**src/pdpe_pkg.sv**
```systemverilog
`timescale 1ns / 1ps
`default_nettype none
package pdpe_pkg;

  localparam int unsigned POS_W  = 10;
  localparam int unsigned MOVE_W = 12;
  localparam int unsigned SRC_W  = 12;
  localparam int unsigned PROD_W = SRC_W + POS_W;

  // Operations
  localparam logic [1:0] OP_BUTTON = 2'd0;
  localparam logic [1:0] OP_SOURCE = 2'd1;
  localparam logic [1:0] OP_POLL   = 2'd2;
  localparam logic [1:0] OP_HOST   = 2'd3;

  // Link kinds
  localparam logic [1:0] LINK_SLAVE = 2'd0;
  localparam logic [1:0] LINK_IKAT  = 2'd1;

  // Device kinds
  localparam logic [1:0] DEV_JOYSTICK = 2'd1;
  localparam logic [1:0] DEV_TABLET   = 2'd2;

  // Register indexes
  localparam logic [2:0] REG_LINK_KIND  = 3'd0;
  localparam logic [2:0] REG_DEV_KIND   = 3'd1;
  localparam logic [2:0] REG_STEP_SIZE  = 3'd2;
  localparam logic [2:0] REG_SLAVE_EN   = 3'd3;
  localparam logic [2:0] REG_IKAT_UP    = 3'd4;

  // Button ids
  localparam logic [2:0] BTN_LEFT  = 3'd0;
  localparam logic [2:0] BTN_RIGHT = 3'd1;
  localparam logic [2:0] BTN_UP    = 3'd2;
  localparam logic [2:0] BTN_DOWN  = 3'd3;
  localparam logic [2:0] BTN_ONE   = 3'd4;
  localparam logic [2:0] BTN_TWO   = 3'd5;

  // Identification bytes
  localparam logic [7:0] ID_MOUSE    = 8'hCD;
  localparam logic [7:0] ID_JOYSTICK = 8'hCA;
  localparam logic [7:0] ID_TABLET   = 8'hD4;

  localparam logic [POS_W-1:0] IKAT_ABS_MAX = 10'h3FF;

  typedef struct packed {
    logic [1:0]       opcode;
    logic [2:0]       button_id;
    logic             button_level;
    logic [SRC_W-1:0] source_x;
    logic [SRC_W-1:0] source_y;
    logic [SRC_W-1:0] source_width;
    logic [SRC_W-1:0] source_height;
    logic [POS_W-1:0] host_x;
    logic [POS_W-1:0] host_y;
  } in_item_t;

  typedef struct packed {
    logic [7:0] report_byte;
    logic       report_link;
    logic       report_last;
  } out_item_t;

endpackage
`default_nettype wire

```
**src/pointer_device_packet_encoder.sv**
```systemverilog
`timescale 1ns / 1ps
`default_nettype none
// Pointing device report encoder.
// Input channel (in_valid/in_ready/in_data) takes one operation per item:
// button event, source coordinate, poll or host position set. A poll may
// return one identification byte or four report bytes on the output
// channel (out_valid/out_ready/out_data); other operations return none.
// Configuration writes (cfg_valid/cfg_ready/cfg_index/cfg_data) are
// always accepted and should be issued while the block is idle.
// Button, host-set and unchanged source items are done in the idle state.
// A changed source coordinate is scaled by a multiply and a divide, the
// two axes going one after the other through a single multiplier and a
// shared restoring divider giving one quotient bit per cycle. A poll
// sends its bytes as the receiver takes them; an IKAT tablet report
// first does two scaling divisions.
// in_ready is low while an item is being worked on or its bytes are
// being sent; a stalled receiver holds the current byte and the block.
// Synchronous active-low reset returns the control registers to their defaults,
// position and moves to zero and buttons released.
module pointer_device_packet_encoder #(
  parameter int unsigned SCREEN_X_MAX = 768,
  parameter int unsigned SCREEN_Y_MAX = 560
) (
  input  wire                       clk,
  input  wire                       rst_n,
  input  wire                       in_valid,
  output logic                      in_ready,
  input  wire pdpe_pkg::in_item_t   in_data,
  output logic                      out_valid,
  input  wire                       out_ready,
  output pdpe_pkg::out_item_t       out_data,
  input  wire                       cfg_valid,
  output logic                      cfg_ready,
  input  wire [2:0]                 cfg_index,
  input  wire [7:0]                 cfg_data
);

  localparam int unsigned PW = pdpe_pkg::POS_W;
  localparam int unsigned MW = pdpe_pkg::MOVE_W;
  localparam int unsigned SW = pdpe_pkg::SRC_W;
  localparam int unsigned DW = pdpe_pkg::PROD_W;
  localparam logic [PW-1:0] XMAX = PW'(SCREEN_X_MAX);
  localparam logic [PW-1:0] YMAX = PW'(SCREEN_Y_MAX);

  localparam logic [1:0] S_IDLE = 2'd0;
  localparam logic [1:0] S_MUL  = 2'd1;
  localparam logic [1:0] S_DIV  = 2'd2;
  localparam logic [1:0] S_SEND = 2'd3;

  localparam logic [1:0] PH_SRC_X = 2'd0;
  localparam logic [1:0] PH_SRC_Y = 2'd1;
  localparam logic [1:0] PH_IK_X  = 2'd2;
  localparam logic [1:0] PH_IK_Y  = 2'd3;

  localparam logic [4:0] DIV_LAST = 5'(DW - 1);

  logic [1:0]    state_r, state_nxt;
  logic [1:0]    phase_r, phase_nxt;
  logic [4:0]    cnt_r, cnt_nxt;
  logic [SW-1:0] rem_r, rem_nxt;
  logic [DW-1:0] quo_r, quo_nxt;
  logic [SW-1:0] dvs_r, dvs_nxt;
  logic [PW-1:0] first_r, first_nxt;

  logic [1:0] link_r, link_nxt;
  logic [1:0] dev_r, dev_nxt;
  logic [7:0] step_r, step_nxt;
  logic       sen_r, sen_nxt;
  logic       ikup_r, ikup_nxt;

  logic [PW-1:0] ax_r, ax_nxt, ay_r, ay_nxt;
  logic [MW-1:0] mx_r, mx_nxt, my_r, my_nxt;
  logic [5:0]    btn_r, btn_nxt;
  logic          mov_r, mov_nxt, stat_r, stat_nxt, chg_r, chg_nxt, ident_r, ident_nxt;
  logic [SW-1:0] ls_x_r, ls_x_nxt, ls_y_r, ls_y_nxt, ls_w_r, ls_w_nxt, ls_h_r, ls_h_nxt;

  logic [7:0] buf_r [4];
  logic [7:0] buf_nxt [4];
  logic [1:0] idx_r, idx_nxt;
  logic       olink_r, olink_nxt;

  logic          tablet, any_flag;
  logic [SW-1:0] mul_a;
  logic [PW-1:0] mul_b, qmax;
  logic [SW:0]   trial_sh, trial_sub;
  logic [PW-1:0] q_clamped;
  logic [5:0]    b_tmp;
  logic [MW-1:0] sy_mv;
  logic [MW:0]   sum_x, sum_y;
  logic [7:0]    cx, cy;

  assign in_ready  = (state_r == S_IDLE);
  assign cfg_ready = 1'b1;
  assign out_valid = (state_r == S_SEND);
  assign out_data.report_byte = buf_r[idx_r];
  assign out_data.report_link = olink_r;
  assign out_data.report_last = (idx_r == 2'd3);

  assign tablet   = (dev_r == pdpe_pkg::DEV_TABLET);
  assign any_flag = mov_r | stat_r | chg_r;

  // Clamp a signed move to one byte
  function automatic logic [7:0] clamp8(input logic [MW-1:0] v);
    logic signed [MW-1:0] s;
    s = $signed(v);
    if (s < -$signed(MW'(128)))     clamp8 = 8'h80;
    else if (s > $signed(MW'(127))) clamp8 = 8'h7F;
    else                            clamp8 = v[7:0];
  endfunction

  // Clamp a stepped position to 0..max
  function automatic logic [PW-1:0] clamp_pos(input logic [MW:0] v, input logic [PW-1:0] mx);
    if (v[MW])                         clamp_pos = '0;
    else if (v > {{(MW+1-PW){1'b0}}, mx}) clamp_pos = mx;
    else                               clamp_pos = v[PW-1:0];
  endfunction

  // Select multiplier operands and quotient limit by phase
  always_comb begin
    case (phase_r)
      PH_SRC_X: begin mul_a = ls_x_r; mul_b = XMAX; qmax = XMAX; end
      PH_SRC_Y: begin mul_a = ls_y_r; mul_b = YMAX; qmax = YMAX; end
      PH_IK_X:  begin
        mul_a = {{(SW-PW){1'b0}}, ax_r}; mul_b = pdpe_pkg::IKAT_ABS_MAX;
        qmax = pdpe_pkg::IKAT_ABS_MAX;
      end
      default:  begin
        mul_a = {{(SW-PW){1'b0}}, ay_r}; mul_b = pdpe_pkg::IKAT_ABS_MAX;
        qmax = pdpe_pkg::IKAT_ABS_MAX;
      end
    endcase
  end

  // One restoring divider step
  assign trial_sh  = {rem_r, quo_r[DW-1]};
  assign trial_sub = trial_sh - {1'b0, dvs_r};

  always_comb begin
    logic [DW-1:0] qfin;
    qfin = {quo_r[DW-2:0], ~trial_sub[SW]};
    if (qfin > {{(DW-PW){1'b0}}, qmax}) q_clamped = qmax;
    else                                q_clamped = qfin[PW-1:0];
  end

  assign sy_mv = {2'b00, q_clamped} - {2'b00, ay_r};

  // Sequencer and state update
  always_comb begin
    state_nxt = state_r; phase_nxt = phase_r; cnt_nxt = cnt_r;
    rem_nxt = rem_r; quo_nxt = quo_r; dvs_nxt = dvs_r; first_nxt = first_r;
    link_nxt = link_r; dev_nxt = dev_r; step_nxt = step_r;
    sen_nxt = sen_r; ikup_nxt = ikup_r;
    ax_nxt = ax_r; ay_nxt = ay_r; mx_nxt = mx_r; my_nxt = my_r; btn_nxt = btn_r;
    mov_nxt = mov_r; stat_nxt = stat_r; chg_nxt = chg_r; ident_nxt = ident_r;
    ls_x_nxt = ls_x_r; ls_y_nxt = ls_y_r; ls_w_nxt = ls_w_r; ls_h_nxt = ls_h_r;
    buf_nxt = buf_r; idx_nxt = idx_r; olink_nxt = olink_r;
    b_tmp = btn_r; sum_x = '0; sum_y = '0;
    cx = clamp8(mx_r); cy = clamp8(my_r);

    // Take configuration writes
    if (cfg_valid) begin
      case (cfg_index)
        pdpe_pkg::REG_LINK_KIND: link_nxt = cfg_data[1:0];
        pdpe_pkg::REG_DEV_KIND:  dev_nxt  = cfg_data[1:0];
        pdpe_pkg::REG_STEP_SIZE: step_nxt = cfg_data;
        pdpe_pkg::REG_SLAVE_EN:  sen_nxt  = cfg_data[0];
        pdpe_pkg::REG_IKAT_UP:   ikup_nxt = cfg_data[0];
        default: ;
      endcase
    end

    case (state_r)
      S_IDLE: begin
        if (in_valid) begin
          case (in_data.opcode)
            pdpe_pkg::OP_BUTTON: begin
              if (in_data.button_id <= pdpe_pkg::BTN_TWO) begin
                if (in_data.button_id < pdpe_pkg::BTN_ONE)
                  b_tmp[in_data.button_id] = in_data.button_level;
                if (b_tmp[3:0] != 4'd0) begin
                  mov_nxt = 1'b1;
                  if (b_tmp[pdpe_pkg::BTN_LEFT] && !b_tmp[pdpe_pkg::BTN_RIGHT])
                    mx_nxt = -{4'd0, step_r};
                  else if (b_tmp[pdpe_pkg::BTN_RIGHT] && !b_tmp[pdpe_pkg::BTN_LEFT])
                    mx_nxt = {4'd0, step_r};
                  else mx_nxt = '0;
                  if (b_tmp[pdpe_pkg::BTN_UP] && !b_tmp[pdpe_pkg::BTN_DOWN])
                    my_nxt = -{4'd0, step_r};
                  else if (b_tmp[pdpe_pkg::BTN_DOWN] && !b_tmp[pdpe_pkg::BTN_UP])
                    my_nxt = {4'd0, step_r};
                  else my_nxt = '0;
                  sum_x = {3'b000, ax_r} + {mx_nxt[MW-1], mx_nxt};
                  sum_y = {3'b000, ay_r} + {my_nxt[MW-1], my_nxt};
                  ax_nxt = clamp_pos(sum_x, XMAX);
                  ay_nxt = clamp_pos(sum_y, YMAX);
                end else begin
                  mov_nxt = 1'b0;
                  if (mx_r != '0 || my_r != '0) begin
                    mx_nxt = '0; my_nxt = '0;
                    if (!tablet) stat_nxt = 1'b1;
                  end
                end
                if (in_data.button_id >= pdpe_pkg::BTN_ONE &&
                    b_tmp[in_data.button_id] != in_data.button_level) begin
                  chg_nxt = 1'b1;
                  b_tmp[in_data.button_id] = in_data.button_level;
                end
                btn_nxt = b_tmp;
              end
            end
            pdpe_pkg::OP_SOURCE: begin
              if (in_data.source_x != ls_x_r || in_data.source_y != ls_y_r ||
                  in_data.source_width != ls_w_r || in_data.source_height != ls_h_r) begin
                ls_x_nxt = in_data.source_x; ls_y_nxt = in_data.source_y;
                ls_w_nxt = in_data.source_width; ls_h_nxt = in_data.source_height;
                phase_nxt = PH_SRC_X;
                state_nxt = S_MUL;
              end else begin
                mx_nxt = '0; my_nxt = '0;
                if (!tablet && mov_r) stat_nxt = 1'b1;
                mov_nxt = 1'b0;
              end
            end
            pdpe_pkg::OP_POLL: begin
              if (link_r == pdpe_pkg::LINK_SLAVE) begin
                olink_nxt = 1'b0;
                if (sen_r && !ident_r) begin
                  ident_nxt = 1'b1;
                  buf_nxt[3] = tablet ? pdpe_pkg::ID_TABLET :
                               (dev_r == pdpe_pkg::DEV_JOYSTICK) ? pdpe_pkg::ID_JOYSTICK :
                               pdpe_pkg::ID_MOUSE;
                  idx_nxt = 2'd3;
                  state_nxt = S_SEND;
                end else begin
                  if (sen_r && any_flag) begin
                    buf_nxt[0] = {~tablet, 1'b0, btn_r[5], btn_r[4], 1'b1, ax_r[9:7]};
                    buf_nxt[1] = {1'b0, ax_r[6:0]};
                    buf_nxt[2] = {5'd0, ay_r[9:7]};
                    buf_nxt[3] = {1'b0, ay_r[6:0]};
                    idx_nxt = 2'd0;
                    state_nxt = S_SEND;
                  end
                  stat_nxt = 1'b0; chg_nxt = 1'b0;
                end
              end else if (link_r == pdpe_pkg::LINK_IKAT && ikup_r && any_flag) begin
                olink_nxt = 1'b1;
                idx_nxt = 2'd0;
                if (tablet) begin
                  phase_nxt = PH_IK_X;
                  state_nxt = S_MUL;
                end else begin
                  buf_nxt[0] = {2'b01, btn_r[5], btn_r[4], cy[7:6], cx[7:6]};
                  buf_nxt[1] = {2'b00, cx[5:0]};
                  buf_nxt[2] = {2'b00, cy[5:0]};
                  buf_nxt[3] = 8'h00;
                  state_nxt = S_SEND;
                end
              end else begin
                stat_nxt = 1'b0; chg_nxt = 1'b0;
              end
            end
            default: begin
              ax_nxt = in_data.host_x;
              ay_nxt = in_data.host_y;
            end
          endcase
        end
      end
      S_MUL: begin
        // Load the product and divisor
        quo_nxt = mul_a * mul_b;
        rem_nxt = '0;
        cnt_nxt = '0;
        case (phase_r)
          PH_SRC_X: dvs_nxt = ls_w_r;
          PH_SRC_Y: dvs_nxt = ls_h_r;
          PH_IK_X:  dvs_nxt = {{(SW-PW){1'b0}}, XMAX};
          default:  dvs_nxt = {{(SW-PW){1'b0}}, YMAX};
        endcase
        state_nxt = S_DIV;
      end
      S_DIV: begin
        rem_nxt = trial_sub[SW] ? trial_sh[SW-1:0] : trial_sub[SW-1:0];
        quo_nxt = {quo_r[DW-2:0], ~trial_sub[SW]};
        cnt_nxt = cnt_r + 5'd1;
        if (cnt_r == DIV_LAST) begin
          case (phase_r)
            PH_SRC_X: begin
              first_nxt = q_clamped;
              phase_nxt = PH_SRC_Y;
              state_nxt = S_MUL;
            end
            PH_SRC_Y: begin
              mx_nxt = {2'b00, first_r} - {2'b00, ax_r};
              my_nxt = sy_mv;
              ax_nxt = first_r;
              ay_nxt = q_clamped;
              mov_nxt = 1'b1;
              state_nxt = S_IDLE;
            end
            PH_IK_X: begin
              first_nxt = q_clamped;
              phase_nxt = PH_IK_Y;
              state_nxt = S_MUL;
            end
            default: begin
              buf_nxt[0] = {2'b01, btn_r[5], btn_r[4], first_r[9:6]};
              buf_nxt[1] = {2'b00, mov_r, 1'b0, q_clamped[9:6]};
              buf_nxt[2] = {2'b00, first_r[5:0]};
              buf_nxt[3] = {2'b10, q_clamped[5:0]};
              state_nxt = S_SEND;
            end
          endcase
        end
      end
      default: begin
        // Advance through the bytes as the receiver takes them
        if (out_ready) begin
          if (idx_r == 2'd3) state_nxt = S_IDLE;
          else               idx_nxt = idx_r + 2'd1;
        end
      end
    endcase
  end

  always_ff @(posedge clk) begin
    if (!rst_n) begin
      state_r <= S_IDLE; phase_r <= PH_SRC_X; cnt_r <= '0;
      link_r <= '0; dev_r <= '0; step_r <= 8'd1; sen_r <= 1'b1; ikup_r <= 1'b1;
      ax_r <= '0; ay_r <= '0; mx_r <= '0; my_r <= '0; btn_r <= '0;
      mov_r <= 1'b0; stat_r <= 1'b0; chg_r <= 1'b0; ident_r <= 1'b0;
      ls_x_r <= '0; ls_y_r <= '0; ls_w_r <= '0; ls_h_r <= '0;
      idx_r <= '0; olink_r <= 1'b0;
    end else begin
      state_r <= state_nxt; phase_r <= phase_nxt; cnt_r <= cnt_nxt;
      link_r <= link_nxt; dev_r <= dev_nxt; step_r <= step_nxt;
      sen_r <= sen_nxt; ikup_r <= ikup_nxt;
      ax_r <= ax_nxt; ay_r <= ay_nxt; mx_r <= mx_nxt; my_r <= my_nxt; btn_r <= btn_nxt;
      mov_r <= mov_nxt; stat_r <= stat_nxt; chg_r <= chg_nxt; ident_r <= ident_nxt;
      ls_x_r <= ls_x_nxt; ls_y_r <= ls_y_nxt; ls_w_r <= ls_w_nxt; ls_h_r <= ls_h_nxt;
      idx_r <= idx_nxt; olink_r <= olink_nxt;
    end
  end

  // Datapath registers need no reset
  always_ff @(posedge clk) begin
    rem_r <= rem_nxt; quo_r <= quo_nxt; dvs_r <= dvs_nxt; first_r <= first_nxt;
    buf_r <= buf_nxt;
  end

endmodule
`default_nettype wire

```
**config.mk**
```make
export PLATFORM = sky130hd
export DESIGN_NAME = pointer_device_packet_encoder
export DESIGN_NICKNAME = d
export VERILOG_FILES = /design/src/pdpe_pkg.sv /design/src/pointer_device_packet_encoder.sv
export SDC_FILE = /design/constraint.sdc
export NUM_CORES = 1
export LEC_CHECK = 0
export BUFFER_PORTS_ARGS = -buffer_cell sky130_fd_sc_hd__clkbuf_2
export CELL_PAD_IN_SITES_DETAIL_PLACEMENT = 0
export CELL_PAD_IN_SITES_GLOBAL_PLACEMENT = 1
export CORE_ASPECT_RATIO = 0.6
export CORE_UTILIZATION = 30
export CTS_CLUSTER_DIAMETER = 200
export CTS_CLUSTER_SIZE = 20
export DETAILED_ROUTE_END_ITERATION = 8
export PLACE_DENSITY_LB_ADDON = 0.25
export SYNTH_ARGS = -nofsm -noshare
export SYNTH_HDL_FRONTEND = slang
export SYNTH_SLANG_ARGS = --single-unit
```
**constraint.sdc**
```tcl
create_clock -name clk -period 7.7 [get_ports clk]
set_input_delay 0.385 -clock clk [delete_from_list [all_inputs] [get_ports clk]]
set_output_delay 0.385 -clock clk [all_outputs]
set_load 0.01 [all_outputs]
```
After elaboration in Yosys (flattened, before gate mapping). Cells that the tools add are included.

Logic and storage cells: 317. Bits in registers: 216.

Muxes and demuxes: 142. Eq/ne operators: 55. Bitwise gates (word level): 6. $add $sub $neg: 8. Reductions and logical operators: 61. Order comparisons: 13. $mul: 1.

Operators with widths (number): $mux 12 (25); $mux 32 (8); $mux 10 (15); $pmux 12 s2 (5); $pmux 10 s2 (4); $mux 8 (9); $pmux 12 s3 (2); $pmux 32 s2 (1); $mux 2 (24); $ne 12x12->1 (4); $pmux 22 s2 (1); $mux 6 (6); $ne 3x3->1 const B (10); $reduce_and 7->1 (4); $add 11x12->13 (2); $gt 13x10->1 const B (2); $gt 12x8->1 const B (2); $lt 12x8->1 const B (2); $mux 24 (1); $ne 2x2->1 const B (12); $pmux 2 s2 (6); $reduce_and 8->1 (3); $reduce_bool 12->1 (2); $gt 22x10->1 (1); 55 further kinds (135).

Depth between registers and ports, before layout.
Word-level depth: 28. Mapped depth: 29.

Worst setup path after synthesis. OpenSTA, ideal clock, no wires.

Path kind: reg2reg. From: register phase_r[1]. To: register quo_r[20] (data pin). Arrival time: 6.295 ns. Setup slack: 1.137 ns. Clock period less this slack: 6.563 ns. Cell stages (with the launch flop): 22. Cells stage by stage: dfxtp_1 > clkbuf_1 > clkbuf_1 > clkbuf_1 > mux4_2 > nand2_1 > inv_1 > fa_1 > fa_1 > fa_1 > fa_1 > inv_1 > fa_1 > inv_1 > ha_1 > a2111o_1 > a21oi_1 > o31ai_1 > or4_1 > a31oi_1 > xor2_1 > o21ai_0.

Cells in the longest elaborated chain, start to end: 4.

Ends and longest elaborated chain: start, declared (line pointer_device_packet_encoder.sv:58) `logic [1:0] phase_r, phase_nxt;`; start signal, assigned (line pointer_device_packet_encoder.sv:335) `state_r <= state_nxt; phase_r <= phase_nxt; cnt_r <= cnt_nxt;`; $eq 2x2->1, or another cell as far along (line pointer_device_packet_encoder.sv:120) `case (phase_r)`; $pmux 12 s3 / $pmux 9 s2 (equally long branches) (line pointer_device_packet_encoder.sv:120); $mul 12x10->22 (*) (line pointer_device_packet_encoder.sv:271) `quo_nxt = mul_a * mul_b;`; $pmux 22 s2 (*) (line pointer_device_packet_encoder.sv:172) `case (state_r)`; net quo_nxt[20] (line pointer_device_packet_encoder.sv:61) `logic [DW-1:0] quo_r, quo_nxt;`; end signal, assigned (line pointer_device_packet_encoder.sv:347) `rem_r <= rem_nxt; quo_r <= quo_nxt; dvs_r <= dvs_nxt; first_r <= first_nxt;`; end, declared (line pointer_device_packet_encoder.sv:61).

Mark *: on every way through the listed nets, which the timed path passes. The rest lies on a longest branch. A chain may end at the register's enable or synchronous reset.

Final worst setup path.
From: register phase_r[1]. To: register quo_r[21] (data pin).

The elaborated chain is that of the path after synthesis.

==> flow_summary.yaml <==
clock_tree:
  clock_sinks: 213
  ctsResizeCount: 0
  cts-hold-fix-buffers: 0
  cts_buffer_depth: 3
  postCtsSetupBuffers: 0
  cts-buffers-inserted: 14
  htreeDepth: 1
  cts-root-buf: "clkbuf_16"
  cts_tree: "yes"
  clock_latency_ns: 0.54
  path_clk_slew_ns: 0.10
routing:
  wl_per_cell_um: 22.0
  avgViaCountPerCell: 5.30
  drtIter0Drc: 1313
  drt-pass1-iter-count: 5
  ant_nets: 0
  routed_wl_mm: 60.5
  num_vias: 14600
  drc_errors: 0
logic_synthesis:
  yosys.area_share.simple_pct: 16.3
  synthCells: 1923
  synth_top_family_by_area: "adder cells"
  synth_area_mm2: 0.0172
  synth_async_sr_flop_share_pct: 0
  synthAdderAreaFrac_pct: 18.3
  yosys_most_used_dff: "dfxtp_1"
  ys.warnings.count: 0
  synth.top_cell.area_share_pct: 14.9
  synth_mux_area_share_pct: 7.13
  avgSynthCellArea_um2: 8.93
  synth_xor_area_share_pct: 5.66
  synth-compound-area-share_pct: 17.2
  seq_area_frac_synth_pct: 29.8
  yosys.area.top_type: "dfxtp_1"
  synth.area.top_cells: "dfxtp_1 (15%), edfxtp_1 (15%), ha_1 (10%)"
  synthDistinctLibCells: 85
  ys_ff_latch: 213
  synth_edf_count: 85
power:
  p_leak_uw: 0.00817
  ir_drop_v: 0.000107
  power.density_mw_per_mm2: 217
  total_power_uw: 4110
finish:
  antenna_cells: 0
  utilization_pct: 33.7
  area_growth_pct: 10.3
  final_common_cell: "nor2_1"
  fin_area_mm2: 0.0189
  fillers: 5892
  final_cells: 2748
  nNetsFinal: 2283
  drive_above_1_share_pct: 10.8
  mostFrequentLayoutCells: "nor2_1 (185), nand2_1 (175), inv_1 (153)"
grt:
  grt_pass1_wl_mm: 91.3
  grt_pass1_vias: 13800
  grt_remaining_overflow: 0
  antenna_found_initial: 1
  grt_max_degree: 79
  grt.total_usage_pct: 20.7
  grt_use_met2_pct: 26.0
  busiest_layer: "met1"
  use_met3_pct: 7.37
  met1_usage_pct: 33.2
timing:
  max_freq_mhz: 144
  rsz0062_at_grt: "no"
  final.min_clock_period_ns: 6.95
  tightest_slew_ns: 1.21
  finalSetupTns_ns: 0
  finalCritPeriodShare_pct: 90.3
  slew_headroom_pct: 18.8
  hold_violations: 0
  clock_skew_ns: 0.0470
  slew_violations: 0
  setup_viol: 0
die:
  design.core.area_mm2: 0.0562
  initial_utilization_pct: 30.6
  die_area_mm2: 0.0582
  die_w_um: 311
  dieHeight_um: 187
  io_pins: 103
  num_rows: 67
worst_setup_path:
  path_max_fanout: 29
  worstPathArrival_ns: 7.21
  cp.required_ns: 7.96
  worst_setup_path_end_kind: "flip-flop"
  start_kind: "flip-flop"
  crit_type: "flip-flop to flip-flop"
placement:
  port-buffer-count: 101
  gp_congestion: 0.923
  placedCellCount: 2725
  placed_area_mm2: 0.0185
  dpl.hpwl_mm: 48.1
outcome:
  status: "complete, no violations"
run:
  max_cap_viol_count: 0
min_path:
  hold_path.class: "primary input to flip-flop"
-- power breakdown --
group / internal, uW / leakage [uW] / switching, uW
logic: 647 / 0.00615 / 1070
clock network: 366 / 0.000198 / 450
registers: 1380 / 0.00183 / 194
-- registers in the layout (all words and copies together) (netlist names), 12 cells and up --
register / cells
buf_r: 29
dvs_r: 12
ls_h_r: 12
ls_w_r: 12
ls_x_r: 12
ls_y_r: 12
mx_r: 12
my_r: 12
quo_r: 22
rem_r: 12
-- path summary, 6_finish.rpt --
path	startpoint	endpoint	slack, ns	cells past startpoint
max reg2reg	phase_r[1]	quo_r[21]	0.75	21
min	cfg_data[2]	step_r[2]	0.1	3
max	phase_r[1]	quo_r[21]	0.75	21
min reg2reg	btn_r[5]	buf_r[29]	0.47	0
-- cell families (layout without fill, tap and decap cells) --
kind of cell | after synthesis | in the layout
fa+ha+maj | 211 | 211
mux | 101 | 101
flops | 213 | 213
simple gates | 593 | 593
other cells | 2 | 13
compound gates | 444 | 444
buf+inv | 248 | 303
xor+xnor | 111 | 111
-- cell type report --
class	instances	area [um2]	area share, %
clock buffers	22	402	2.12
clock inverters	1	8.76	0.0462
inverters	155	583	3.08
multi-input cells	1473	11200	59.1
flip-flops and latches	213	5120	27.0
well taps	759	950	5.01
repair buffers	125	686	3.62
-- synth_stat cells, drive strengths merged, types with 7 or more instances --
cell	n
xnor2	82
a22oi	27
or2	14
o21ai	96
nor2b	16
nor3	30
o21a	11
edfxtp	85
o41ai	8
o211ai	14
a21oi	111
nor4	20
nand4	22
mux2i	74
o31ai	13
o22ai	7
a21boi	8
a21o	25
clkbuf	64
dfxtp	128
a211oi	35
inv	153
nand3	42
mux2	11
a31oi	13
fa	67
mux4	16
nand2b	23
o221ai	11
or3	12
buf	29
xor2	29
and2	24
ha	144
nor2	187
nand2	175
-- metal layers --
metal / vias up / share of wire [%]
li1: 6965 / -
met1: 7072 / 53
met2: 484 / 36
met3: 34 / 10
met4: 0 / 0.92
met5: - / 0
-- stage by stage --
| step | hold slack, ns | setup slack, ns |
|---|---|---|
| after detailed placement | 0.457 | 0.823 |
| after global placement | 0.453 | 0.818 |
| after CTS | 0.0813 | 0.784 |
| final | 0.0956 | 0.750 |
| after floorplan | 0.429 | 1.14 |
| after global routing | 0.0998 | 0.241 |
-- critical path, stage by stage (launching register included) --
cell and delay (ns):
dfxtp_2 0.76, mux4_2 0.72, xor2_1 0.22, and2_1 0.19, a21o_1 0.16, ha_1 0.16, nand2b_1 0.16, fa_1 0.55
fa_1 0.45, fa_1 0.55, inv_1 0.06, fa_1 0.50, inv_1 0.05, ha_1 0.32, o211ai_1 0.15, a21oi_1 0.17
nand2_1 0.09, o21ai_0 0.53, a41oi_1 0.31, a21oi_1 0.31, and4_1 0.22, nor3_1 0.06
No activity file was read; power rests on OpenSTA's default activity.
